<file path="src/rtl/core/bptc_pkg.sv">
// Shared types and constants for the barometric compensation pipeline.
package bptc_pkg;

    localparam int NUM_STAGES   = 11;
    localparam int TEMP_REF     = 2000;
    localparam int TEMP_VLOW    = -1500;
    localparam int TEMP_OUT_MAX = 262143;
    localparam int TEMP_OUT_MIN = -262144;

    typedef enum logic [2:0] {
        CAL_SENS     = 3'd0,
        CAL_OFF      = 3'd1,
        CAL_TCS      = 3'd2,
        CAL_TCO      = 3'd3,
        CAL_TREF     = 3'd4,
        CAL_TEMPSENS = 3'd5
    } bptc_cal_idx_t;

    typedef struct packed {
        logic [15:0] sens;
        logic [15:0] off;
        logic [15:0] tcs;
        logic [15:0] tco;
        logic [15:0] tref;
        logic [15:0] tempsens;
    } bptc_cal_t;

    typedef struct packed {
        logic [NUM_STAGES-1:0] en;
    } bptc_pipe_ctl_t;

endpackage

</file>
<file path="src/rtl/core/bptc_press.sv">
// Pressure stages: split D1 by SENS product, scaling and offset removal.
module bptc_press
    import bptc_pkg::*;
(
    input  logic               aclk,
    input  bptc_pipe_ctl_t     ctl,
    input  logic [23:0]        d1_in,
    input  logic signed [18:0] temp_in,
    input  logic signed [39:0] off_in,
    input  logic signed [39:0] sens_in,
    output logic signed [18:0] temp_out,
    output logic signed [31:0] pres_out
);

    logic [43:0]        pl_next, pl_reg;
    logic signed [44:0] ph_next, ph_reg;
    logic signed [64:0] prod_next, prod_reg;
    logic signed [64:0] q1_full;
    logic signed [43:0] q1_reg;
    logic signed [44:0] x_next, x_reg;
    logic signed [44:0] xq_full;
    logic signed [29:0] pq;
    logic signed [31:0] pres_reg;
    logic signed [39:0] off_s6_reg, off_s7_reg, off_s8_reg;
    logic signed [18:0] temp_s6_reg, temp_s7_reg, temp_s8_reg, temp_s9_reg, temp_s10_reg;

    assign pl_next = d1_in * sens_in[19:0];
    assign ph_next = $signed({1'b0, d1_in}) * $signed(sens_in[39:20]);

    always_ff @(posedge aclk) begin
        if (ctl.en[6]) begin
            pl_reg      <= pl_next;
            ph_reg      <= ph_next;
            off_s6_reg  <= off_in;
            temp_s6_reg <= temp_in;
        end
    end

    assign prod_next = $signed({ph_reg, 20'd0}) + $signed({21'd0, pl_reg});

    always_ff @(posedge aclk) begin
        if (ctl.en[7]) begin
            prod_reg    <= prod_next;
            off_s7_reg  <= off_s6_reg;
            temp_s7_reg <= temp_s6_reg;
        end
    end

    assign q1_full = prod_reg + $signed({{44{1'b0}}, {21{prod_reg[64]}}});

    always_ff @(posedge aclk) begin
        if (ctl.en[8]) begin
            q1_reg      <= q1_full[64:21];
            off_s8_reg  <= off_s7_reg;
            temp_s8_reg <= temp_s7_reg;
        end
    end

    assign x_next = $signed({q1_reg[43], q1_reg}) - $signed({{5{off_s8_reg[39]}}, off_s8_reg});

    always_ff @(posedge aclk) begin
        if (ctl.en[9]) begin
            x_reg       <= x_next;
            temp_s9_reg <= temp_s8_reg;
        end
    end

    // The quotient spans 30 bits, so it always fits the 32-bit result.
    assign xq_full = x_reg + $signed({{30{1'b0}}, {15{x_reg[44]}}});
    assign pq      = xq_full[44:15];

    always_ff @(posedge aclk) begin
        if (ctl.en[10]) begin
            pres_reg     <= $signed({{2{pq[29]}}, pq});
            temp_s10_reg <= temp_s9_reg;
        end
    end

    assign temp_out = temp_s10_reg;
    assign pres_out = pres_reg;

endmodule
</file>
<file path="config.mk">
export PLATFORM = sky130hd
export DESIGN_NAME = bptc_press
export DESIGN_NICKNAME = d
export VERILOG_FILES = /design/src/rtl/core/bptc_pkg.sv /design/src/rtl/core/bptc_press.sv
export SDC_FILE = /design/constraint.sdc
export NUM_CORES = 2
export LEC_CHECK = 0
export BUFFER_PORTS_ARGS = -buffer_cell sky130_fd_sc_hd__buf_2
export CORE_AREA = 2 2 516 415
export CTS_CLUSTER_DIAMETER = 80
export CTS_CLUSTER_SIZE = 25
export DETAILED_ROUTE_END_ITERATION = 6
export DIE_AREA = 0 0 518 417
export GPL_TIMING_DRIVEN = 0
export PLACE_DENSITY = 0.41
export REMOVE_ABC_BUFFERS = 1
export SLEW_MARGIN = 20
export SYNTH_ARGS = -nofsm -noshare
export SYNTH_HDL_FRONTEND = slang
export SYNTH_SLANG_ARGS = --single-unit
</file>
<file path="constraint.sdc">
create_clock -name aclk -period 6.8 [get_ports aclk]
set_input_delay 0.68 -clock aclk [delete_from_list [all_inputs] [get_ports aclk]]
set_output_delay 0.68 -clock aclk [all_outputs]
set_load 0.02 [all_outputs]
</file>
==> reports/metrics.yaml <==
ios: 186
hpwl_um: 104000
antenna_found_initial: 12
portBuffers: 179
yosysWarnings: 0
synth-async-reset-ratio_pct: 0
hold_class: "in2reg"
critPathBufInv: 8
hold_buffers: 0
worstPathMaxFanout: 20
via_count: 34164
setup_viol: 3
violations: "negative setup slack"
wirelength_um: 155000
grt_overflow: 0
fmax_ghz: 0.142
syn_inst: 4995
die_x_um: 518
required_ns: 7.23
synthAdderAreaFrac_pct: 40.5
worstMarginPinSlew_ns: 0.794
slowest_delay_ns: 0.55
num-nets-final: 6414
synthMuxAreaShare_pct: 0.0191
slew_viol_final: 0
insertion_delay_ns: 0.65
path_delay_family: "adder cells"
avgSynthCellArea_um2: 10.5
syn_to_final_growth_pct: 14.4
critPathCaptureType: "register"
yosysUniqueCellTypes: 69
gp_congestion: 0.794
place_area_um2: 56300
timing.final.crit_share_pct: 104
setup_tns_ns: -0.463
grt_pass1_wl_um: 232000
rows: 151
drc: 0
grt_max_degree: 92
final_antenna_net_count: 0
ys_ff_latch: 488
synth-edff-count: 488
largest_reg_flops: 65
dieArea_um2: 216000
grt_usage_pct: 14.2
drive_gt1_share_pct: 8.36
period_minus_slack_ns: 7.05
critPathKind: "in2reg"
cp_common_cell: "fa_1"
core_um2: 211000
clock-root-buffer: "clkbuf_16"
design_area_um2: 60000
fill_cells: 22032
clk_path_buf_depth: 3
cts_max_level: 1
cpMaxStageDelayCell: "fa_1"
grt_setup_unrepaired: "yes"
dp_cells: 7796
viasPerCell: 4.32
post_synth_xor_area_fraction_pct: 3.97
skew_ns: 0.0432
start_util_pct: 24.9
outcome: "finished with violations"
synth_compound_area_share_pct: 6.05
synth_top_family_by_area: "adder cells"
drtPass1Iterations: 5
maxCapViolCount: 0
drt-initial-drc-count: 2100
synth_simple_gate_area_share_pct: 13.2
cp-start-kind: "primary input"
crit_arrival_ns: 7.48
finalNonFillerCells: 7906
clk_pin_slew_worst_paths_ns: 0.10
wl_per_cell_um: 19.7
syn_area_um2: 52500
grt_pass1_vias: 36442
hold_violations: 0
fin_ws_ns: -0.252
cts.sinks: 488
fin_util_pct: 28.5
die_h_um: 417
maxSlewHeadroom_pct: 46.6
cts_tree: "yes"
ys_seq_area_share_pct: 27.9
cts_buffers: 31
synth_ff_type: "edfxtp_1"
-- cells in the mapped netlist, drive strengths merged, types with 3 or more instances --
master / number / area (um^2)
a211o: 5 / 43.8
a211oi: 20 / 150
a21boi: 4 / 30.0
a21o: 89 / 668
a21oi: 162 / 811
a221o: 3 / 30.0
a311oi: 4 / 35.0
a31o: 5 / 43.8
a31oi: 14 / 103
a41oi: 3 / 26.3
and2: 451 / 2820
and3: 27 / 169
and4: 9 / 78.8
buf: 5 / 33.8
clkbuf: 208 / 781
edfxtp: 488 / 14700
fa: 787 / 15800
ha: 437 / 5470
inv: 946 / 3550
nand2: 608 / 2280
nand2b: 34 / 213
nand3: 53 / 265
nand4: 36 / 225
nor2: 87 / 327
nor2b: 26 / 163
nor3: 23 / 126
nor3b: 9 / 67.6
nor4: 7 / 58.8
nor4b: 3 / 26.3
o2111ai: 5 / 43.8
o211ai: 10 / 75.1
o21a: 21 / 158
o21ai: 89 / 449
o21bai: 19 / 143
o221ai: 3 / 26.3
o22ai: 4 / 25.0
o311ai: 5 / 43.8
o31a: 8 / 70.1
o31ai: 8 / 60.1
or2: 4 / 25.0
or3: 7 / 43.8
xnor2: 147 / 1290
xor2: 91 / 797
-- worst paths after layout --
path / startpoint / slack (ns) / to / cells after the start
setup / recovery: d1_in[7] / -0.25 / pl_reg[43] / 27
hold / removal: off_in[19] / 0.20 / off_s6_reg[19] / 1
setup reg to reg: prod_reg[64] / 2.82 / q1_reg[43] / 12
hold reg to reg: off_s6_reg[2] / 0.41 / off_s7_reg[2] / 0
-- area by class of cell --
cell class	instances	area, um^2	share of cell area [%]
inverter	946	3550	5.92
clock buffer	32	779	1.30
multi-input combinational	3348	34300	57.2
tap	2830	3540	5.90
timing repair inverter	1	7.51	0.0125
clock inverter	18	350	0.584
sequential	488	14700	24.4
antenna	4	10.0	0.0167
timing repair buffer	239	2810	4.68
-- what timing repair did --
item                       4_1_cts  5_1_grt
hold endpoints to repair         0        0
pin swaps                       35       60
cloned                          19        5
setup endpoints to repair       44       27
gates resized for setup        269       87
setup buffers                   13       19
-- through the flow --
stage                     hold slack, ns  worst slack [ns]
after floorplan                    0.400            -0.398
after global placement             0.401             -3.00
after detailed placement           0.405             -2.61
after CTS                          0.126            -0.164
after global routing               0.140            -0.404
final                              0.195            -0.252
-- logic make-up (layout without fill, tap and decap cells) --
family | Yosys count | in the layout
AO/OA/AOI/OAI | 495 | 495
AND/OR/NAND/NOR | 1390 | 1390
buffers and inverters | 1159 | 1236
flip-flops | 488 | 488
multiplexers | 1 | 1
XOR/XNOR | 238 | 238
other | 0 | 4
adder cells (fa/ha/maj) | 1224 | 1224
-- layout by cell type (no fill, tap or decap), types with 34 or more instances in the layout --
cell type  synthesis  final
nand2_1          608    605
clkbuf_16          0     36
nand3_1           53     50
inv_1            946    938
nand4_1           36     36
buf_4              2     37
o21ai_0           88     73
ha_1             437    420
a21oi_1          162    153
a21o_1            89     89
buf_2              0    115
nor2_1            87     84
fa_1             787    773
xnor2_1          147    137
and2_1           451    441
nand2b_1          34     34
edfxtp_1         488    488
xor2_1            91     88
-- per-layer routing --
layer | routed length, um | GRT usage (%)
met5 | 19 | 0
met4 | 4010 | 3.41
met3 | 10300 | 2.85
met2 | 65200 | 21.4
met1 | 76000 | 20.7
Power is not shown: default switching activity piles up to over one toggle a cycle in this logic, so the estimate is an artifact.
