File: src/rtl/core/bptc_pkg.sv
// Shared types and constants for the barometric compensation pipeline.
package bptc_pkg;

    localparam int NUM_STAGES   = 11;
    localparam int TEMP_REF     = 2000;
    localparam int TEMP_VLOW    = -1500;
    localparam int TEMP_OUT_MAX = 262143;
    localparam int TEMP_OUT_MIN = -262144;

    typedef enum logic [2:0] {
        CAL_SENS     = 3'd0,
        CAL_OFF      = 3'd1,
        CAL_TCS      = 3'd2,
        CAL_TCO      = 3'd3,
        CAL_TREF     = 3'd4,
        CAL_TEMPSENS = 3'd5
    } bptc_cal_idx_t;

    typedef struct packed {
        logic [15:0] sens;
        logic [15:0] off;
        logic [15:0] tcs;
        logic [15:0] tco;
        logic [15:0] tref;
        logic [15:0] tempsens;
    } bptc_cal_t;

    typedef struct packed {
        logic [NUM_STAGES-1:0] en;
    } bptc_pipe_ctl_t;

endpackage

File: src/rtl/core/bptc_ctrl.sv
// Valid tracking and per-stage load enables for the compensation pipeline.
module bptc_ctrl
    import bptc_pkg::*;
(
    input  logic           aclk,
    input  logic           aresetn,
    input  logic           s_valid,
    output logic           s_ready,
    output logic           m_valid,
    input  logic           m_ready,
    output bptc_pipe_ctl_t ctl
);

    logic [NUM_STAGES-1:0] vld_reg;
    logic [NUM_STAGES-1:0] vld_next;
    logic [NUM_STAGES-1:0] en;

    // A stage loads when it is empty or when the stage after it loads too.
    always_comb begin
        en[NUM_STAGES-1] = !vld_reg[NUM_STAGES-1] || m_ready;
        for (int i = NUM_STAGES - 2; i >= 0; i--) begin
            en[i] = !vld_reg[i] || en[i+1];
        end
    end

    always_comb begin
        vld_next[0] = en[0] ? s_valid : vld_reg[0];
        for (int i = 1; i < NUM_STAGES; i++) begin
            vld_next[i] = en[i] ? vld_reg[i-1] : vld_reg[i];
        end
    end

    always_ff @(posedge aclk) begin
        if (!aresetn) begin
            vld_reg <= '0;
        end else begin
            vld_reg <= vld_next;
        end
    end

    assign s_ready = en[0];
    assign m_valid = vld_reg[NUM_STAGES-1];
    assign ctl.en  = en;

endmodule

File: config.mk
export PLATFORM = sky130hd
export DESIGN_NAME = bptc_ctrl
export DESIGN_NICKNAME = d
export VERILOG_FILES = /design/src/rtl/core/bptc_pkg.sv /design/src/rtl/core/bptc_ctrl.sv
export SDC_FILE = /design/constraint.sdc
export NUM_CORES = 1
export LEC_CHECK = 0
export BUFFER_PORTS_ARGS = -buffer_cell sky130_fd_sc_hd__buf_2
export CAP_MARGIN = 10
export CORE_AREA = 8 8 45 47
export DETAILED_ROUTE_END_ITERATION = 8
export DIE_AREA = 0 0 53 55
export PLACE_DENSITY = 0.66
export RECOVER_POWER = 50
export SLEW_MARGIN = 0
export SYNTH_ARGS = -nofsm -noshare
export SYNTH_HDL_FRONTEND = slang
export SYNTH_SLANG_ARGS = --single-unit
File: constraint.sdc
create_clock -name aclk -period 1.05 [get_ports aclk]
set_clock_uncertainty 0.05 [all_clocks]
set_input_delay 0.105 -clock aclk [delete_from_list [all_inputs] [get_ports aclk]]
set_output_delay 0.105 -clock aclk [all_outputs]
set_load 0.01 [all_outputs]
==> reports/metrics.yaml, run 1 <==
outcome: "finished, violations left"
violations: "setup timing"
io_buffers: 16
ant_nets: 0
gp_congestion: 0.724
worst_setup_path_start_kind: "flop"
clkPwrFrac_pct: 38.3
worst_slack_ps: -423
synthCells: 50
cts.clk_slew.worst_paths_ps: 70
first_iter_violations: 9
synth_top_cell_by_area: "dfxtp_1"
die-area_mm2: 0.00292
synth.yosys.seq_area_share_pct: 45.8
p_int_uw: 587
diodes: 0
cpMaxStageDelayCell: "dfxtp_2"
vias: 467
worstSetupEndpointType: "primary output"
fin_crit_sh_pct: 140
power_density_mw_per_mm2: 894
synth_area_leaders: "dfxtp_1 (46%), nand3_1 (5.2%), nor2_8 (4.2%)"
drt-pass1-iter-count: 4
peakVddDrop_mv: 0.482
seqPwrFrac_pct: 57.6
maxSlewHeadroom_pct: 85.0
crit_chain: "and4b_2 -> inv_4 -> nor2_8 -> nand3_1 -> buf_2"
cp-startpoint: "vld_reg[8]"
insertion_delay_ps: 260
cp.required_ps: 890
crit_type: "flop to primary output"
synth_cell_type_count: 24
synth_top_area_share_pct: 45.8
die_y_um: 55
design.core.area_mm2: 0.00138
syn-num-nets: 54
max_slew.worst_pin.slew_ps: 225
grt_antenna_before_repair: 0
synth_ff_type: "dfxtp_1"
cts_buffers: 3
rsz0062_at_grt: "yes"
path_buf_inv: 2
max_freq_mhz: 679
whs_ps: 13.4
syn_area_um2: 480
grt_pass1_wl_um: 1950
synth_edf_count: 0
ys_async_sr_fraction_pct: 0
power_uw: 741
report.final.slew_viol_count: 0
fp-row-count: 14
period_minus_slack_ps: 1470
h-tree-depth: 1
synthToLayoutAreaGrowth_pct: 72.7
drc: 0
critPathTopFamily: "simple AND/OR/NAND/NOR gates"
numClockSinks: 11
holdCritPathClass: "primary input to flop"
die_w_um: 53
finalHoldViolCount: 0
dp_hpwl_um: 869
power_switching_uw: 155
cts_tree: "built"
wl_per_cell_um: 12.8
wirelength_um: 1290
layout.nets: 90
worstHoldStart: "s_valid"
largest_reg_flops: 11
setup_viol: 22
clockRootBuffer: "clkbuf_4"
avgSynthCellArea_um2: 9.61
clockBufferDepth: 2
rr_startpoint: "vld_reg[8]"
maxCapViolCount: 0
grt_max_degree: 15
path_max_fanout: 6
n_fill_cell: 125
post_route_cells_drive_above_1_share_pct: 63.5
via_per_inst: 4.62
grt_util_all_layers_pct: 9.10
max_stage_delay_ps: 330
power.leakage_nw: 0.353
num_io_pins: 17
power_frac_comb_pct: 4.1
yosysWarnings: 0
swShare_pct: 20.9
overflow: 0
ys_ff_latch: 11
cp.arrival_ps: 1320
initial_core_util_pct: 34.7
grt_pass1_vias: 475
per-layer routing:
layer  routed length [µm]  vias to the layer above  track usage, %
met1                  523                      214            10.1
li1                     -                      242               -
met3                   62                        2            1.60
met2                  673                        9            14.3
met4                   30                        0            9.05
met5                    0                        -               0
power by group through the flow:
| stage | sequential [mW] | combinational [mW] | clock [mW] |
|---|---|---|---|
| 4_1_cts | 0.427 | 0.0305 | 0.294 |
| 3_3_place_gp | 0.437 | 0.0285 | 0 |
| 5_1_grt | 0.428 | 0.0330 | 0.316 |
| 6_report | 0.427 | 0.0306 | 0.284 |
| 2_1_floorplan | 0.437 | 0.0149 | 0 |
| 3_5_place_dp | 0.437 | 0.0285 | 0 |
synthesized netlist by cell type, drive strengths merged (2+ instances only):
| cell | n |
|---|---|
| dfxtp | 11 |
| inv | 7 |
| nand3 | 5 |
| a21boi | 4 |
| nand2 | 4 |
| nand4 | 2 |
| o21a | 2 |
| o21ai | 2 |
timing repair:
action	4_1_cts	5_1_grt
resized for setup	13	8
setup buffers	6	5
hold buffers	0	0
pin swaps	5	8
hold endpoints to repair	0	0
setup endpoints to repair	20	22
logic make-up (layout without fill, tap and decap cells):
kind of cell,count (synthesis),after routing,share of synthesized area [%]
AO/OA/AOI/OAI,11,11,18.7
buffers and inverters,9,44,8.85
flip-flops,11,11,45.8
AND/OR/NAND/NOR,19,19,26.6
worst reg2reg max path, cell delays in order (launching register included):
cell,delay (ps)
dfxtp_2,320
and4b_2,260
inv_4,100
nor2_8,50
buf_4,140
buf_6,100
a32o_1,200
stage by stage:
step	cell area (µm²)	utilization, %	setup WS, ps	TNS [ps]	instances
final	830	59.9	-423	-5530	101
after global routing	830	59.9	-482	-6570	101
after CTS	774	56.0	-440	-5070	98
after detailed placement	651	47.0	-148	-1320	89
after global placement	651	47.0	-115	-843	89
after floorplan	498	-	-172	-846	50
layout make-up:
cell class	count	area, µm²	share of cell area (%)
flip-flops and latches	11	224	27.0
well taps	16	20.0	2.41
inverters	7	31.3	3.77
repair buffers	33	270	32.6
multi-input cells	30	258	31.1
clock buffers	4	26.3	3.17
final timing paths:
kind | endpoint | slack, ps | depth (start not counted)
worst max-delay path | ctl[3] | -420 | 5
worst min-delay path | vld_reg[0] | 10 | 2
worst max register to register | vld_reg[0] | -280 | 6
worst min register to register | vld_reg[9] | 400 | 2
layout by cell type (no fill, tap or decap):
cell and instances:
and2_1 1, inv_4 2, buf_6 12, inv_1 5
and4_1 1, nor2b_1 1, a31o_1 1, nand2b_4 1
nand3_2 2, nand3_1 2, clkbuf_4 3, a32o_1 1
nand2_1 3, o21ai_2 2, a21oi_2 1, nor2_8 1
nand3_4 1, or2_1 1, nand4_1 2, buf_2 9
o21a_1 2, buf_4 12, dfxtp_2 3, dfxtp_1 8
nor3_2 1, nand2_2 1, a21boi_0 1, a21boi_2 2
and4b_2 1, a21boi_1 1, clkbuf_1 1
Power figures use the tool's default switching activity.
==> run 2, diff against run 1 <==
Settings changed: HOLD_SLACK_MARGIN set to 0.08.
==> reports/metrics.yaml, run 2 (synthesized netlist as in run 1, its figures left out) <==
cts_tree: "built"  # unchanged
crit_type: "flop to primary output"  # unchanged
report.final.slew_viol_count: 0  # unchanged
period_minus_slack_ps: 1460  # was 1470 ps
worst_slack_ps: -411  # was -423 ps
power_density_mw_per_mm2: 905  # was 894 mW/mm²
cts.clk_slew.worst_paths_ps: 70  # about the same
die_w_um: 53  # unchanged
peakVddDrop_mv: 0.482  # about the same
drt-pass1-iter-count: 4  # unchanged
finalHoldViolCount: 0  # unchanged
r2r_setup_slack_ps: -220  # was -280 ps
grt_pass1_wl_um: 1960  # was 1950 µm
grt_util_all_layers_pct: 9.15  # was 9.10%
worst_setup_path_start_kind: "flop"  # unchanged
cp.arrival_ps: 1310  # was 1320 ps
final_cells: 101  # unchanged
wl_per_cell_um: 12.4  # was 12.8 µm
design.core.area_mm2: 0.00138  # unchanged
holdPathEnd: "vld_reg[8]"  # was vld_reg[0]
clockBufferDepth: 2  # unchanged
synthToLayoutAreaGrowth_pct: 72.4  # was 72.7%
setup_viol: 22  # unchanged
worstHoldStart: "aresetn"  # was s_valid
clockRootBuffer: "clkbuf_4"  # unchanged
h-tree-depth: 1  # unchanged
overflow: 0  # unchanged
outcome: "finished, violations left"  # unchanged
max_freq_mhz: 684  # was 679 MHz
fin_crit_sh_pct: 139  # was 140%
path_max_fanout: 3  # was 6
dp_hpwl_um: 869  # unchanged
maxSlewHeadroom_pct: 85.7  # was 85.0%
setup_tns_ps: -5290  # was -5530 ps
first_iter_violations: 7  # was 9
die_y_um: 55  # unchanged
diodes: 0  # unchanged
power.leakage_nw: 0.351  # was 0.353 nW
hold_path_depth: 2  # unchanged
io_buffers: 16  # unchanged
layout_commonest_cell: "buf_4"
grt_max_degree: 15  # unchanged
via_per_inst: 4.65  # was 4.62
numClockSinks: 11  # unchanged
largest_reg_flops: 11  # unchanged
die-area_mm2: 0.00292  # unchanged
cts_buffers: 3  # unchanged
worstSetupEndpointType: "primary output"  # unchanged
grt_antenna_before_repair: 0  # unchanged
grt_pass1_vias: 473  # was 475
violations: "setup timing"  # unchanged
final_cell_mix: "buf_4 (12), buf_6 (11), buf_2 (9)"  # was buf_6 (12), buf_4 (12), buf_2 (9)
worstRegToRegCells: 5  # was 6
rr_startpoint: "vld_reg[8]"  # unchanged
insertion_delay_ps: 260  # about the same
fp-row-count: 14  # unchanged
drc: 0  # unchanged
initial_core_util_pct: 34.7  # unchanged
max_slew.worst_pin.slew_ps: 214  # was 225 ps
post-place-cells: 89  # unchanged
vias: 470  # was 467
num_io_pins: 17  # unchanged
wirelength_um: 1260  # was 1290 µm
gp_congestion: 0.724  # unchanged
rsz0062_at_grt: "yes"  # unchanged
maxCapViolCount: 0  # unchanged
whs_ps: 129  # was 13.4 ps
post_route_cells_drive_above_1_share_pct: 62.4  # was 63.5%
r2r_end: "vld_reg[8]"  # was vld_reg[0]
holdCritPathClass: "primary input to flop"  # unchanged
ant_nets: 0  # unchanged
layout.nets: 90  # unchanged
cp.required_ps: 890  # about the same
power_uw: 749  # was 741 µW
==> run 2: cell count changes in the layout (fill, tap and decap cells not counted) <==
cell,previous run,this run
buf_6,12,11
dlygate4sd3_1,0,1
==> run 2: worst max-delay path by stage <==
stage / to / from / slack, ps
5_1_grt: ctl[2] / vld_reg[8] / -480
6_report: ctl[4] / vld_reg[9] / -410
3_5_place_dp: ctl[2] / vld_reg[8] / -150
2_1_floorplan: ctl[0] / vld_reg[10] / -170
3_3_place_gp: ctl[4] / vld_reg[8] / -120
4_1_cts: ctl[2] / vld_reg[8] / -440
==> run 2: repair_timing <==
action / 4_1_cts / 5_1_grt
endpoints found under the setup margin: 20 / 22
hold endpoints to repair: 1 / 0
setup buffers: 6 / 4
cloned: 0 / 0
pin swaps: 5 / 8
gates resized for setup: 13 / 7
hold buffers: 1 / 0
==> run 2: per-layer routing <==
metal,global-route usage [%],wire (µm),vias to the layer above
li1,-,-,240
met5,0,0,-
met1,10.4,511,217
met2,14.1,651,11
met4,9.05,30,0
met3,1.60,62,2
==> run 2: cell type report <==
cell class                      count  area [µm²]
Fill cell                         123         556
Timing Repair Buffer               33         269
Multi-Input combinational cell     30         258
Sequential cell                    11         224
Inverter                            7        31.3
Clock buffer                        4        26.3
Tap cell                           16        20.0
==> run 2: per-stage QoR <==
| stage | area, µm² | setup slack, ps | utilization, % |
|---|---|---|---|
| final | 828 | -411 | 59.9 |
| after global routing | 828 | -484 | 59.9 |
| after CTS | 785 | -440 | 56.7 |
| after detailed placement | 651 | -148 | 47.0 |
| after global placement | 651 | -115 | 47.0 |
| after floorplan | 498 | -172 | - |
==> run 2: where the power goes <==
part	switching [mW]	internal, mW	total [mW]
Combinational	0.0140	0.0193	0.0334
Clock	0.142	0.147	0.289
Sequential	0.00385	0.423	0.427
==> run 2: critical path: stages, from the launching register on <==
cell and delay [ps]:
dfxtp_2 330, and4b_2 270, inv_4 60, nor3_2 180
inv_1 60, buf_2 140
==> run 3, diff against run 2 <==
Settings changed: SETUP_SLACK_MARGIN set to 0.05.
==> reports/metrics.yaml, run 3 (synthesized netlist as in run 1, its figures left out) <==
post_route_cells_drive_above_1_share_pct: 56.3  # was 62.4%
dp_hpwl_um: 805  # was 869 µm
gp_congestion: 0.760  # was 0.724
h-tree-depth: 1  # unchanged
first_iter_violations: 3  # was 7
crit_chain: "and4b_2 -> inv_4 -> nor2_8 -> nand4_1 -> buf_2"  # was and4b_2 -> inv_4 -> nor3_2 -> inv_1 -> buf_2
initial_core_util_pct: 34.7  # unchanged
cp.required_ps: 890  # about the same
cp-startpoint: "vld_reg[9]"  # unchanged
via_per_inst: 4.76  # was 4.65
final_cells: 96  # was 101
grt_pass1_wl_um: 1820  # was 1960 µm
fp-row-count: 14  # unchanged
ant_nets: 0  # unchanged
n_fill_cell: 130  # was 123
crit_end: "ctl[2]"  # was ctl[4]
largest_reg_flops: 11  # unchanged
final-seq-area_um2: 224  # unchanged
swShare_pct: 20.6  # was 21.4%
maxCapViolCount: 0  # unchanged
path_max_fanout: 7  # was 3
grt_antenna_before_repair: 0  # unchanged
cp.arrival_ps: 1320  # was 1310 ps
synthToLayoutAreaGrowth_pct: 60.9  # was 72.4%
rr_startpoint: "vld_reg[9]"  # was vld_reg[8]
insertion_delay_ps: 270  # was 260 ps
critPathTopFamily: "simple AND/OR/NAND/NOR gates"  # unchanged
clockRootBuffer: "clkbuf_4"  # unchanged
power_frac_comb_pct: 4.3  # was 4.5%
grt_util_all_layers_pct: 8.93  # was 9.15%
report.final.slew_viol_count: 0  # unchanged
final_cell_mix: "buf_2 (9), buf_6 (9), buf_4 (8), dfxtp_1 (8), inv_1 (5)"  # was buf_4 (12), buf_6 (11), buf_2 (9)
die_w_um: 53  # unchanged
dpl_worst_slack_ps: -160  # was -148 ps
violations: "setup timing"  # unchanged
drc: 0  # unchanged
finalHoldViolCount: 0  # unchanged
diodes: 0  # unchanged
num_io_pins: 17  # unchanged
post-place-cells: 88  # was 89
worstRegToRegCells: 6  # was 5
die_y_um: 55  # unchanged
outcome: "finished, violations left"  # unchanged
wl_per_cell_um: 12.0  # was 12.4 µm
numClockSinks: 11  # unchanged
r2r_setup_slack_ps: -160  # was -220 ps
clkPwrFrac_pct: 38.1  # was 38.6%
clockBufferDepth: 2  # unchanged
cts_buffers: 3  # unchanged
fin_crit_sh_pct: 140  # was 139%
overflow: 0  # unchanged
design.core.area_mm2: 0.00138  # unchanged
worst_slack_ps: -423  # was -411 ps
max_slew.worst_pin.slew_ps: 208  # was 214 ps
cts_tree: "built"  # unchanged
drt-pass1-iter-count: 3  # was 4
peakVddDrop_mv: 0.991  # was 0.482 mV
multi_input_area_um2: 251  # was 258 µm²
worstSetupEndpointType: "primary output"  # unchanged
max_stage_delay_ps: 330  # about the same
rsz0062_at_grt: "yes"  # unchanged
power_switching_uw: 153  # was 160 µW
layout.nets: 85  # was 90
seqPwrFrac_pct: 57.6  # was 57.0%
cpMaxStageDelayCell: "dfxtp_2"  # unchanged
power.leakage_nw: 0.316  # was 0.351 nW
holdCritPathClass: "primary input to flop"  # unchanged
grt_pass1_vias: 449  # was 473
period_minus_slack_ps: 1470  # was 1460 ps
worst_setup_path_start_kind: "flop"  # unchanged
hold_path_depth: 3  # was 2
path_depth: 5  # unchanged
setup_viol: 22  # unchanged
io_buffers: 16  # unchanged
path_buf_inv: 2  # was 3
p_int_uw: 589  # about the same
crit_type: "flop to primary output"  # unchanged
max_freq_mhz: 679  # was 684 MHz
r2r_end: "vld_reg[2]"  # was vld_reg[8]
maxSlewHeadroom_pct: 86.1  # was 85.7%
power_density_mw_per_mm2: 958  # was 905 mW/mm²
die-area_mm2: 0.00292  # unchanged
wirelength_um: 1150  # was 1260 µm
vias: 457  # was 470
grt_max_degree: 15  # unchanged
cts.clk_slew.worst_paths_ps: 70  # about the same
-- run 3: cell types whose count changed in the layout (fill, tap and decap cells not counted), sizes merged --
cell / delta
buf: -6
clkbuf: +1
-- run 3: metrics by stage --
step	instance area (µm²)	total power, mW	utilization [%]	setup TNS, ps	hold slack (ps)
detailed placement	643	0.465	46.5	-1300	275
finish	773	0.741	55.9	-5000	106
global route	773	0.779	55.9	-6260	110
floorplan	498	0.452	-	-846	181
global placement	643	0.465	46.5	-836	276
CTS	771	0.756	55.7	-4900	100
-- run 3: final cells by class --
| type | instances | area share (%) |
|---|---|---|
| well taps | 16 | 2.59 |
| flip-flops and latches | 11 | 29.0 |
| clock buffers | 4 | 3.40 |
| inverters | 7 | 4.05 |
| repair buffers | 28 | 28.5 |
| multi-input cells | 30 | 32.5 |
-- run 3: metal layers --
| layer | share of wire, % | global-route usage, % | wire length (µm) |
|---|---|---|---|
| met4 | 2.4 | 7.33 | 27 |
| met3 | 6.3 | 4.01 | 72 |
| met2 | 54 | 15.4 | 618 |
| met5 | 0 | 0 | 0 |
| met1 | 37 | 7.96 | 430 |
-- run 3: power groups by stage --
| stage | combinational, mW | clock [mW] | sequential (mW) |
|---|---|---|---|
| global placement | 0.0281 | 0 | 0.437 |
| floorplan | 0.0149 | 0 | 0.437 |
| detailed placement | 0.0280 | 0 | 0.437 |
| CTS | 0.0327 | 0.296 | 0.427 |
| global route | 0.0361 | 0.316 | 0.427 |
| finish | 0.0322 | 0.282 | 0.427 |
-- run 3: timing repair --
item,in CTS,in global routing
setup buffers,3,2
resized for setup,14,2
endpoints found under the hold margin,1,0
setup endpoints to repair,21,23
hold buffers,1,0
pin swaps,3,6
-- run 3: worst min-delay path by stage --
stage / from / endpoint / slack, ps
2_1_floorplan: s_valid / vld_reg[0] / 180
3_5_place_dp: s_valid / vld_reg[0] / 280
5_1_grt: m_ready / vld_reg[10] / 110
4_1_cts: m_ready / vld_reg[10] / 100
3_3_place_gp: s_valid / vld_reg[0] / 280
6_report: m_ready / vld_reg[10] / 110
-- run 3: worst reg2reg max path, stage by stage, from the launching register on --
cell	delay, ps
dfxtp_2	330
and4b_2	260
inv_4	60
nor2_8	150
inv_4	60
buf_6	130
o21ai_2	110
